File: src/design/c8ie_pkg.sv
// Shared types, opcode codes and constants for the CHIP-8 instruction execute block.
`timescale 1ns / 1ps

package c8ie_pkg;

   typedef logic [2:0]  action_type;
   typedef logic [3:0]  vreg_index_type;
   typedef logic [7:0]  vreg_data_type;
   typedef logic [15:0] pc_type;

   // Requests to the outside world carried in the result.
   localparam action_type ACT_NONE  = 3'd0;
   localparam action_type ACT_CLEAR = 3'd1;
   localparam action_type ACT_DRAW  = 3'd2;
   localparam action_type ACT_DELAY = 3'd3;
   localparam action_type ACT_SOUND = 3'd4;

   // Instruction groups, selected by the top nibble of the opcode.
   localparam logic [3:0] GRP_SYS       = 4'h0;
   localparam logic [3:0] GRP_JUMP      = 4'h1;
   localparam logic [3:0] GRP_SKEQ_IMM  = 4'h3;
   localparam logic [3:0] GRP_SKNE_IMM  = 4'h4;
   localparam logic [3:0] GRP_SKEQ_REG  = 4'h5;
   localparam logic [3:0] GRP_LOAD_IMM  = 4'h6;
   localparam logic [3:0] GRP_ADD_IMM   = 4'h7;
   localparam logic [3:0] GRP_ALU       = 4'h8;
   localparam logic [3:0] GRP_SKNE_REG  = 4'h9;
   localparam logic [3:0] GRP_SET_INDEX = 4'hA;
   localparam logic [3:0] GRP_DRAW      = 4'hD;
   localparam logic [3:0] GRP_MISC      = 4'hF;

   // Register-to-register operations, selected by the low nibble.
   localparam logic [3:0] ALU_MOVE = 4'h0;
   localparam logic [3:0] ALU_OR   = 4'h1;
   localparam logic [3:0] ALU_AND  = 4'h2;
   localparam logic [3:0] ALU_XOR  = 4'h3;
   localparam logic [3:0] ALU_ADD  = 4'h4;

   // Timer operations, selected by the low byte.
   localparam logic [7:0] MISC_GET_DELAY = 8'h07;
   localparam logic [7:0] MISC_SET_DELAY = 8'h15;
   localparam logic [7:0] MISC_SET_SOUND = 8'h18;

   localparam logic [15:0]    CLEAR_OPCODE = 16'h00E0;
   localparam pc_type         RESET_START  = 16'h0200;
   localparam pc_type         PC_STEP      = 16'd2;
   localparam vreg_index_type V_FLAG       = 4'hF;
   localparam int             VREG_DEPTH   = 16;

endpackage

File: src/design/chip8_instruction_execute.sv
// CHIP-8 instruction execute core: decode, V register file, index and program counter.
`timescale 1ns / 1ps

// Channel   Direction  Handshake             Payload
// req_      in         req_valid/req_ready   opcode, delay_timer_now, draw_collision
// rsp_      out        rsp_valid/rsp_ready   next_fetch_address, action, sprite_address,
//                                            draw_column, draw_row, sprite_rows, timer_value
// csr_      in         csr_write_enable      start_address (12 bits), also loads the pc
//
// One instruction per cycle sustained while rsp_ready is high; the request transfer
// captures the opcode and the two V register reads into the execute stage register.
// The execute stage updates the registers and the program counter when its result
// moves into the output register, so a stalled result holds the pipeline back.
// Reset clears all V registers, the index register and returns the pc to 0x200;
// the V register file clears through per-entry valid bits, so no clearing pass is needed.

module chip8_instruction_execute (
   input  logic        clock,
   input  logic        reset,
   input  logic        req_valid,
   output logic        req_ready,
   input  logic [15:0] req_opcode,
   input  logic [7:0]  req_delay_timer_now,
   input  logic        req_draw_collision,
   output logic        rsp_valid,
   input  logic        rsp_ready,
   output logic [15:0] rsp_next_fetch_address,
   output logic [2:0]  rsp_action,
   output logic [11:0] rsp_sprite_address,
   output logic [7:0]  rsp_draw_column,
   output logic [7:0]  rsp_draw_row,
   output logic [3:0]  rsp_sprite_rows,
   output logic [7:0]  rsp_timer_value,
   input  logic        csr_write_enable,
   input  logic [11:0] csr_write_data
);

   // Architectural state. VF lives in its own register so the file needs one write port.
   c8ie_pkg::vreg_data_type vmem [c8ie_pkg::VREG_DEPTH];
   logic [c8ie_pkg::VREG_DEPTH-1:0] vvalid_ff, vvalid_in;
   c8ie_pkg::vreg_data_type vf_ff, vf_in;
   logic [11:0]             index_ff, index_in;
   c8ie_pkg::pc_type        pc_ff, pc_in;

   // Execute stage input register.
   logic        ex_valid_ff, ex_valid_in;
   logic [15:0] ex_opcode_ff;
   logic [7:0]  ex_delay_ff;
   logic        ex_coll_ff;

   // Registered file read data with bypass of a same-edge write.
   c8ie_pkg::vreg_data_type rd_x_ff, rd_y_ff, byp_data_ff;
   logic byp_x_ff, byp_y_ff, vld_x_ff, vld_y_ff;

   // Output register.
   logic        rsp_valid_ff, rsp_valid_in;
   logic [15:0] rsp_pc_ff;
   logic [2:0]  rsp_action_ff;
   logic [11:0] rsp_sprite_ff;
   logic [7:0]  rsp_col_ff, rsp_row_ff, rsp_tval_ff;
   logic [3:0]  rsp_rows_ff;

   logic out_free, exec, req_fire;
   c8ie_pkg::vreg_index_type req_x, req_y, ex_x, ex_y;
   logic [3:0]  ex_n;
   logic [7:0]  ex_nn;
   logic [11:0] ex_nnn;
   c8ie_pkg::vreg_data_type vx, vy, vx_file, vy_file;
   logic [8:0]  add_sum;

   // Decoded results of the execute stage.
   c8ie_pkg::pc_type        pc_seq, next_pc;
   logic                    skip, jump;
   c8ie_pkg::action_type    act;
   logic [11:0]             spr_addr;
   logic [7:0]              col, row, tval;
   logic [3:0]              rows;
   logic                    reg_we, carry_we, draw_we, index_we;
   c8ie_pkg::vreg_data_type reg_wdata;
   logic                    mem_we;

   assign out_free  = !rsp_valid_ff || rsp_ready;
   assign exec      = ex_valid_ff && out_free;
   assign req_ready = !ex_valid_ff || out_free;
   assign req_fire  = req_valid && req_ready;

   assign req_x  = req_opcode[11:8];
   assign req_y  = req_opcode[7:4];
   assign ex_x   = ex_opcode_ff[11:8];
   assign ex_y   = ex_opcode_ff[7:4];
   assign ex_n   = ex_opcode_ff[3:0];
   assign ex_nn  = ex_opcode_ff[7:0];
   assign ex_nnn = ex_opcode_ff[11:0];

   assign vx_file = byp_x_ff ? byp_data_ff : (vld_x_ff ? rd_x_ff : '0);
   assign vy_file = byp_y_ff ? byp_data_ff : (vld_y_ff ? rd_y_ff : '0);
   assign vx      = (ex_x == c8ie_pkg::V_FLAG) ? vf_ff : vx_file;
   assign vy      = (ex_y == c8ie_pkg::V_FLAG) ? vf_ff : vy_file;
   assign add_sum = {1'b0, vx} + {1'b0, vy};

   always_comb begin
      skip      = 1'b0;
      jump      = 1'b0;
      act       = c8ie_pkg::ACT_NONE;
      spr_addr  = '0;
      col       = '0;
      row       = '0;
      rows      = '0;
      tval      = '0;
      reg_we    = 1'b0;
      reg_wdata = vy;
      carry_we  = 1'b0;
      draw_we   = 1'b0;
      index_we  = 1'b0;
      unique case (ex_opcode_ff[15:12])
         c8ie_pkg::GRP_SYS: begin
            if (ex_opcode_ff == c8ie_pkg::CLEAR_OPCODE) begin
               act = c8ie_pkg::ACT_CLEAR;
            end
         end
         c8ie_pkg::GRP_JUMP: begin
            jump = 1'b1;
         end
         c8ie_pkg::GRP_SKEQ_IMM: begin
            skip = (vx == ex_nn);
         end
         c8ie_pkg::GRP_SKNE_IMM: begin
            skip = (vx != ex_nn);
         end
         c8ie_pkg::GRP_SKEQ_REG: begin
            skip = (ex_n == 4'h0) && (vx == vy);
         end
         c8ie_pkg::GRP_LOAD_IMM: begin
            reg_we    = 1'b1;
            reg_wdata = ex_nn;
         end
         c8ie_pkg::GRP_ADD_IMM: begin
            reg_we    = 1'b1;
            reg_wdata = vx + ex_nn;
         end
         c8ie_pkg::GRP_ALU: begin
            unique case (ex_n)
               c8ie_pkg::ALU_MOVE: begin
                  reg_we    = 1'b1;
                  reg_wdata = vy;
               end
               c8ie_pkg::ALU_OR: begin
                  reg_we    = 1'b1;
                  reg_wdata = vx | vy;
               end
               c8ie_pkg::ALU_AND: begin
                  reg_we    = 1'b1;
                  reg_wdata = vx & vy;
               end
               c8ie_pkg::ALU_XOR: begin
                  reg_we    = 1'b1;
                  reg_wdata = vx ^ vy;
               end
               c8ie_pkg::ALU_ADD: begin
                  reg_we    = 1'b1;
                  reg_wdata = add_sum[7:0];
                  carry_we  = 1'b1;
               end
               default: begin
               end
            endcase
         end
         c8ie_pkg::GRP_SKNE_REG: begin
            skip = (ex_n == 4'h0) && (vx != vy);
         end
         c8ie_pkg::GRP_SET_INDEX: begin
            index_we = 1'b1;
         end
         c8ie_pkg::GRP_DRAW: begin
            act      = c8ie_pkg::ACT_DRAW;
            spr_addr = index_ff;
            col      = vx;
            row      = vy;
            rows     = ex_n;
            draw_we  = 1'b1;
         end
         c8ie_pkg::GRP_MISC: begin
            unique case (ex_nn)
               c8ie_pkg::MISC_GET_DELAY: begin
                  reg_we    = 1'b1;
                  reg_wdata = ex_delay_ff;
               end
               c8ie_pkg::MISC_SET_DELAY: begin
                  act  = c8ie_pkg::ACT_DELAY;
                  tval = vx;
               end
               c8ie_pkg::MISC_SET_SOUND: begin
                  act  = c8ie_pkg::ACT_SOUND;
                  tval = vx;
               end
               default: begin
               end
            endcase
         end
         default: begin
         end
      endcase

      pc_seq = pc_ff + c8ie_pkg::PC_STEP;
      if (jump) begin
         next_pc = {4'b0, ex_nnn};
      end else if (skip) begin
         next_pc = pc_seq + c8ie_pkg::PC_STEP;
      end else begin
         next_pc = pc_seq;
      end
   end

   assign mem_we = exec && reg_we && (ex_x != c8ie_pkg::V_FLAG);

   always_comb begin
      vvalid_in = vvalid_ff;
      if (mem_we) begin
         vvalid_in[ex_x] = 1'b1;
      end

      // The carry and the collision flag win over an ordinary write of VF.
      vf_in = vf_ff;
      if (exec) begin
         if (carry_we) begin
            vf_in = {7'b0, add_sum[8]};
         end else if (draw_we) begin
            vf_in = {7'b0, ex_coll_ff};
         end else if (reg_we && (ex_x == c8ie_pkg::V_FLAG)) begin
            vf_in = reg_wdata;
         end
      end

      index_in = index_ff;
      if (exec && index_we) begin
         index_in = ex_nnn;
      end

      pc_in = pc_ff;
      if (csr_write_enable) begin
         pc_in = {4'b0, csr_write_data};
      end else if (exec) begin
         pc_in = next_pc;
      end

      ex_valid_in = ex_valid_ff;
      if (req_fire) begin
         ex_valid_in = 1'b1;
      end else if (exec) begin
         ex_valid_in = 1'b0;
      end

      rsp_valid_in = rsp_valid_ff;
      if (exec) begin
         rsp_valid_in = 1'b1;
      end else if (rsp_ready) begin
         rsp_valid_in = 1'b0;
      end
   end

   // V register file: one write port, two registered read ports.
   always_ff @(posedge clock) begin
      if (mem_we) begin
         vmem[ex_x] <= reg_wdata;
      end
      if (req_fire) begin
         rd_x_ff     <= vmem[req_x];
         rd_y_ff     <= vmem[req_y];
         byp_data_ff <= reg_wdata;
      end
   end

   always_ff @(posedge clock) begin
      if (reset) begin
         vvalid_ff   <= '0;
         vf_ff       <= '0;
         index_ff    <= '0;
         pc_ff       <= c8ie_pkg::RESET_START;
         ex_valid_ff <= 1'b0;
         rsp_valid_ff <= 1'b0;
         byp_x_ff    <= 1'b0;
         byp_y_ff    <= 1'b0;
         vld_x_ff    <= 1'b0;
         vld_y_ff    <= 1'b0;
      end else begin
         vvalid_ff    <= vvalid_in;
         vf_ff        <= vf_in;
         index_ff     <= index_in;
         pc_ff        <= pc_in;
         ex_valid_ff  <= ex_valid_in;
         rsp_valid_ff <= rsp_valid_in;
         if (req_fire) begin
            // A write landing on the address being read is taken from the bypass.
            byp_x_ff <= mem_we && (ex_x == req_x);
            byp_y_ff <= mem_we && (ex_x == req_y);
            vld_x_ff <= vvalid_ff[req_x];
            vld_y_ff <= vvalid_ff[req_y];
         end
      end
   end

   always_ff @(posedge clock) begin
      if (req_fire) begin
         ex_opcode_ff <= req_opcode;
         ex_delay_ff  <= req_delay_timer_now;
         ex_coll_ff   <= req_draw_collision;
      end
      if (exec) begin
         rsp_pc_ff     <= next_pc;
         rsp_action_ff <= act;
         rsp_sprite_ff <= spr_addr;
         rsp_col_ff    <= col;
         rsp_row_ff    <= row;
         rsp_rows_ff   <= rows;
         rsp_tval_ff   <= tval;
      end
   end

   assign rsp_valid              = rsp_valid_ff;
   assign rsp_next_fetch_address = rsp_pc_ff;
   assign rsp_action             = rsp_action_ff;
   assign rsp_sprite_address     = rsp_sprite_ff;
   assign rsp_draw_column        = rsp_col_ff;
   assign rsp_draw_row           = rsp_row_ff;
   assign rsp_sprite_rows        = rsp_rows_ff;
   assign rsp_timer_value        = rsp_tval_ff;

endmodule

File: config.mk
export PLATFORM = sky130hd
export DESIGN_NAME = chip8_instruction_execute
export DESIGN_NICKNAME = d
export VERILOG_FILES = /design/src/design/c8ie_pkg.sv /design/src/design/chip8_instruction_execute.sv
export SDC_FILE = /design/constraint.sdc
export NUM_CORES = 1
export LEC_CHECK = 0
export BUFFER_PORTS_ARGS = -buffer_cell sky130_fd_sc_hd__buf_2
export CORE_MARGIN = 1
export CORE_UTILIZATION = 55
export CTS_CLUSTER_SIZE = 14
export DETAILED_ROUTE_END_ITERATION = 6
export GPL_TIMING_DRIVEN = 0
export PLACE_DENSITY = 0.83
export RECOVER_POWER = 25
export SKIP_CTS_REPAIR_TIMING = 1
export SYNTH_ARGS = -nofsm -noshare
export SYNTH_HDL_FRONTEND = slang
export SYNTH_SLANG_ARGS = --single-unit
File: constraint.sdc
create_clock -name clock -period 13.4 [get_ports clock]
set_clock_uncertainty 0.2 [all_clocks]
set_input_delay 0.67 -clock clock [delete_from_list [all_inputs] [get_ports clock]]
set_output_delay 0.67 -clock clock [all_outputs]
set_load 0.01 [all_outputs]
# == After elaboration in Yosys (flattened, before gate mapping) ==
# Memories as Yosys holds them, arrays and structs flattened. A register that Yosys moved wholly into a read port is not among the register bits.
# Index checks and enable logic that the tools add are counted.
# totals
register_bits,150
latch_bits,0
mem_bits_rw,128
rom_bits,0
mem_count,1
# op_classes
n_addsub,4
multipliers,0
div,0
magnitude_cmp,4
n_eq_ne,28
shift,0
mux,40
n_bitwise,4
reduce_logical,27
# mem_list
memory,depth,width,rd,rd_ports_with_merged_regs,wr,line,source
vmem,16,8,2,2,1,chip8_instruction_execute.sv:39,c8ie_pkg::vreg_data_type vmem [c8ie_pkg::VREG_DEPTH];
# op_table
operator,count
8-bit two-way mux,10
8-bit one-hot mux with 4 select lines,2
"16-bit by 2-bit adder with 16-bit output, second input constant",2
16-bit two-way mux,2
"4-bit == test, second input constant",7
12-bit two-way mux,2
"4-bit by 3-bit == test with 1-bit output, second input constant",5
1-bit two-way mux,17
"16-bit by 8-bit == test with 1-bit output, second input constant",1
"8-bit by 5-bit == test with 1-bit output, second input constant",2
8-bit == test,2
8-bit inequality test,2
16-bit bitwise OR,1
"4-bit by 5-bit < comparator with 1-bit output, second input constant",3
"4-bit by 2-bit == test with 1-bit output, second input constant",3
1-bit logical AND,11
8-bit by 8-bit adder with 9-bit output,1
3-bit one-hot mux with 3 select lines,1
8-bit adder,1
8-bit AND,1
1-bit binary-select mux with 4-bit select,2
"4-bit by 1-bit == test with 1-bit output, second input constant",2
4-bit == test,2
"8-bit by 3-bit == test with 1-bit output, second input constant",1
16 further kinds,24

# == Longest topological paths before layout ==
# depth
depth_word,10
mapped_depth,19
mapped_depth_nobuf,14

# == Least setup slack after synthesis ==
# No wires, ideal clock.
# synth_path
kind,flip-flop to flip-flop
startpoint,register ex_opcode_ff[9]
endpoint,"register rsp_pc_ff[4], in the netlist rsp_next_fetch_address[4] (data pin)"
setup_ns,0.266
t_arrival_ns,3.801
t_required_ns,12.934
setup_slack_ns,9.133
path_stages_with_launch,18
path_buffers,3
period_less_slack_ns,4.267
path_cell_list,edfxtp_1 -> buf_6 -> and4_4 -> buf_6 -> clkbuf_1 -> a221o_1 -> o21ai_0 -> inv_1 -> ha_1 -> or4_1 -> nor2_1 -> inv_1 -> or4_1 -> a31o_2 -> and2_4 -> a32oi_2 -> xor2_1 -> o21ai_1
# synth_via
elab_chain_len,7
# synth_lines
element,line,source
"start, declared",chip8_instruction_execute.sv:47,logic [15:0] ex_opcode_ff;
"start signal, assigned",chip8_instruction_execute.sv:304,ex_opcode_ff <= req_opcode;
4-bit == test *,chip8_instruction_execute.sv:97,assign vx = (ex_x == c8ie_pkg::V_FLAG) ? vf_ff : vx_file;
8-bit two-way mux *,chip8_instruction_execute.sv:97,
8-bit inequality test or 8-bit == test (tied branches),"chip8_instruction_execute.sv:169, chip8_instruction_execute.sv:131",
"1-bit logical AND, on equally long branches","chip8_instruction_execute.sv:169, chip8_instruction_execute.sv:131",
1-bit one-hot mux with 4 select lines *,chip8_instruction_execute.sv:115,unique case (ex_opcode_ff[15:12])
16-bit two-way mux *,chip8_instruction_execute.sv:207,end else if (skip) begin
16-bit two-way mux *,chip8_instruction_execute.sv:205,if (jump) begin
net next_pc[4],chip8_instruction_execute.sv:72,"c8ie_pkg::pc_type pc_seq, next_pc;"
"end signal, assigned",chip8_instruction_execute.sv:309,rsp_pc_ff <= next_pc;
"end, declared",chip8_instruction_execute.sv:57,logic [15:0] rsp_pc_ff;
# The timed path passes the listed nets; every way through them passes the cells marked *.
# A chain may end at the register's enable or synchronous reset.

# == Worst setup path in the final report ==
# layout_path
startpoint,register ex_opcode_ff[4]
endpoint,memory vmem[2][7] (netlist name) (data pin)
# layout_via
elab_chain_len,5
# layout_lines
element,line,source
4-bit == test,chip8_instruction_execute.sv:98,assign vy = (ex_y == c8ie_pkg::V_FLAG) ? vf_ff : vy_file;
8-bit two-way mux,chip8_instruction_execute.sv:98,
"8-bit by 8-bit adder with 9-bit output, or another cell as far along",chip8_instruction_execute.sv:99,"assign add_sum = {1'b0, vx} + {1'b0, vy};"
8-bit one-hot mux with 4 select lines,chip8_instruction_execute.sv:142,unique case (ex_n)
8-bit one-hot mux with 4 select lines *,chip8_instruction_execute.sv:115,
net reg_wdata[7],chip8_instruction_execute.sv:79,c8ie_pkg::vreg_data_type reg_wdata;
"end, declared",chip8_instruction_execute.sv:39,
# Marks and branches as above.

==> flow_summary.ini <==
[synthesis]
synth_edf_count = 236
yosys.area_share.adder_pct = 2.03
synth.most_common_cell = edfxtp_1
syn_inst = 1152
async_reset_ff_share_pct = 0
synth_top_family_by_area = multiplexers
synth_compound_area_share_pct = 9.71
synthXorXnorAreaFrac_pct = 2.48
synth_area_leader_cell = edfxtp_1
synth_mux_area_share_pct = 14.4
ys.flop_type = edfxtp_1
yosysWarnings = 0
synth-simple-area-share_pct = 12.6
synthTopCellsByArea = edfxtp_1 (48%), mux4_2 (14%), dfxtp_1 (7.8%)
synth_seq_area_share_pct = 55.7
synth_area_um2 = 14800
yosys-top-cells-count = edfxtp_1 (236), nor2_1 (145), mux4_2 (90)
synth_cell_type_count = 88
netlist.area_leader.share_pct = 47.8
synth-seq-cells = 294
postSynthAreaPerCell_um2 = 12.9

[layout]
nets = 1363
register_area_um2 = 8250
num-fill-cells = 1983
multi_input_area_um2 = 6170
n_antenna_cell = 0
drive_gt1_share_pct = 15.9
syn2layout_area_growth_pct = 12.7

[floorplanning]
core-area_um2 = 26200
fp.dieH_um = 166
io_pins = 103
fp.dieArea_um2 = 27600
fp.dieW_um = 166
rows = 59
initial_core_util_pct = 56.5

[global_route]
grt_pass1_wl_um = 62900
grtUsageTotal_pct = 30.1
top_usage_layer = met2
use_met3_pct = 4.46
grt_max_degree = 69
antenna_found_initial = 0
gr-usage-met1_pct = 39.1
use_met2_pct = 51.1
grt_pass1_vias = 10600
overflow = 0

[setup_path]
critical_path_peak_fanout = 17
crit_type = reg -> reg
cp_cell_sequence = nand4_1, clkbuf_1, o21ai_0, ha_1, a31o_2, a41oi_1, o21ai_0, a31oi_1, xnor2_1, a221oi_1, and2_1, o22ai_1
crit_required_ns = 13.40
cp_slowest_stage_delay_ns = 0.98
end_kind = flip-flop
cp_top_family = compound AO/OA/AOI/OAI gates
worstPathBufferInverterCount = 1
arrival_ns = 5.90
crit_path_start_kind = flip-flop
crit_path_top_delay_cell = o22ai_1
crit_top_cell = o21ai_0

[sta]
fin_tns_setup_ns = 0
period_needed_ns = 5.90
setup_viol_count_final = 0
period_share_pct = 44.0
tightest_slew_ns = 2.29
relSlewSlack_pct = -52.8
rsz0062_at_grt = false
hold_viol_final = 0
maxSlewViolCount = 45
maxClockFrequency_mhz = 169

[clocking]
cts.path.max_buffers = 3
numCtsBuffers = 30
path_clk_slew_ns = 0.06
htree_levels = 1
cts-root-buf = clkbuf_16
worstSkewPairLatency_ns = 0.59
clock-sinks = 294
cts_tree = done

[routing]
drtAntennaViolNets = 0
post_drt_via_cell_ratio = 6.53
wl_per_cell_um = 25.3
drc = 10
vias = 10800
dr.first_iter.drc_count = 1400
drtPass1Iterations = 7
drt_wl_total_um = 41900

[power]
ir_drop_v = 0.000107
total_power_mw = 2.04
seqPwrFrac_pct = 50.6
powerDensity_nw_per_um2 = 122
p_int_mw = 1.55
p_leak_nw = 5.87
switchingPower_mw = 0.494
pwr-share-comb_pct = 9.4
pwr-share-clk_pct = 40.0
swShare_pct = 24.1

[placed_design]
port_buffers = 101
hpwl_um = 29500
gp_congestion = 0.966

[status]
status = finished, violations left
violations = design-rule violations, max-capacitance violations, max-slew violations

[run]
maxCapViolCount = 1

[hold_path]
min_path_type = in -> reg
## area by class of cell
type | count | area share, %
clock inverters | 13 | 0.832
multi-input cells | 758 | 37.0
inverters | 33 | 0.742
flip-flops and latches | 294 | 49.4
well taps | 335 | 2.51
clock buffers | 42 | 4.89
repair buffers | 106 | 2.71
plain buffers | 74 | 1.95
## state kept, by name, indices dropped and copies added, names as in the netlist
name                    count
byp_data_ff                 8
byp_x_ff                    1
byp_y_ff                    1
ex_coll_ff                  1
ex_delay_ff                 8
ex_opcode_ff               16
ex_valid_ff                 1
index_ff                   12
pc_ff                      16
rd_x_ff                     8
rd_y_ff                     8
rsp_action                  3
rsp_draw_column             8
rsp_draw_row                8
rsp_next_fetch_address     16
rsp_sprite_address         12
rsp_sprite_rows             4
rsp_timer_value             8
rsp_valid                   1
vf_ff                       8
vld_x_ff                    1
vld_y_ff                    1
vmem                      128
vvalid_ff                  16
## layout by cell type, fill, tap and decap left out, types with 25 or more instances in the layout
cell / Yosys / routed
edfxtp_1: 236 / 236
nand2_1: 70 / 70
clkbuf_16: 0 / 30
clkbuf_1: 49 / 130
mux4_2: 90 / 90
buf_2: 7 / 39
nor2_1: 145 / 145
a21oi_1: 48 / 48
o21ai_0: 36 / 35
xnor2_1: 25 / 25
inv_1: 32 / 32
dfxtp_1: 58 / 58
## final timing paths
kind / slack [ns] / from / end / cells past startpoint
worst min register to register: 0.27 / vld_y_ff / vld_y_ff / 2
worst max-delay path: 7.50 / ex_opcode_ff[4] / vmem[2][7] / 12
worst max register to register: 7.50 / ex_opcode_ff[4] / vmem[2][7] / 12
worst min-delay path: 0.08 / req_opcode[11] / ex_opcode_ff[11] / 1
## metrics by stage
stage	instances	setup WS (ns)	instance area (µm²)	hold WS, ns	utilization, %
after global routing	1655	7.29	16700	0.0705	63.7
final	1655	7.50	16700	0.0785	63.7
after global placement	1595	7.82	15800	0.246	60.2
after detailed placement	1598	7.90	15800	0.258	60.4
after CTS	1653	7.80	16800	0.0596	64.0
after floorplan	1159	9.13	14800	0.232	-
## kinds of logic (layout without fill, tap and decap cells)
group                    after synthesis  in the layout
AND/OR/NAND/NOR                      380            380
other                                  1              8
AO/OA/AOI/OAI                        203            203
buffers and inverters                107            268
adder cells (fa/ha/maj)               24             24
XOR/XNOR                              42             42
multiplexers                         101            101
flip-flops                           294            294
## power groups by stage
stage | combinational (mW) | sequential (mW) | clock, mW
global route | 0.204 | 1.04 | 0.853
finish | 0.193 | 1.03 | 0.818
global placement | 0.184 | 1.05 | 0
detailed placement | 0.190 | 1.05 | 0
CTS | 0.192 | 1.03 | 0.822
floorplan | 0.120 | 1.05 | 0
## per-layer routing
layer	share of wire (%)	wire length, µm
met4	4.2	1760
met3	8.8	3670
met5	0	0
met1	38	16000
met2	49	20500
Note: power is estimated with default switching activity, not from simulation.
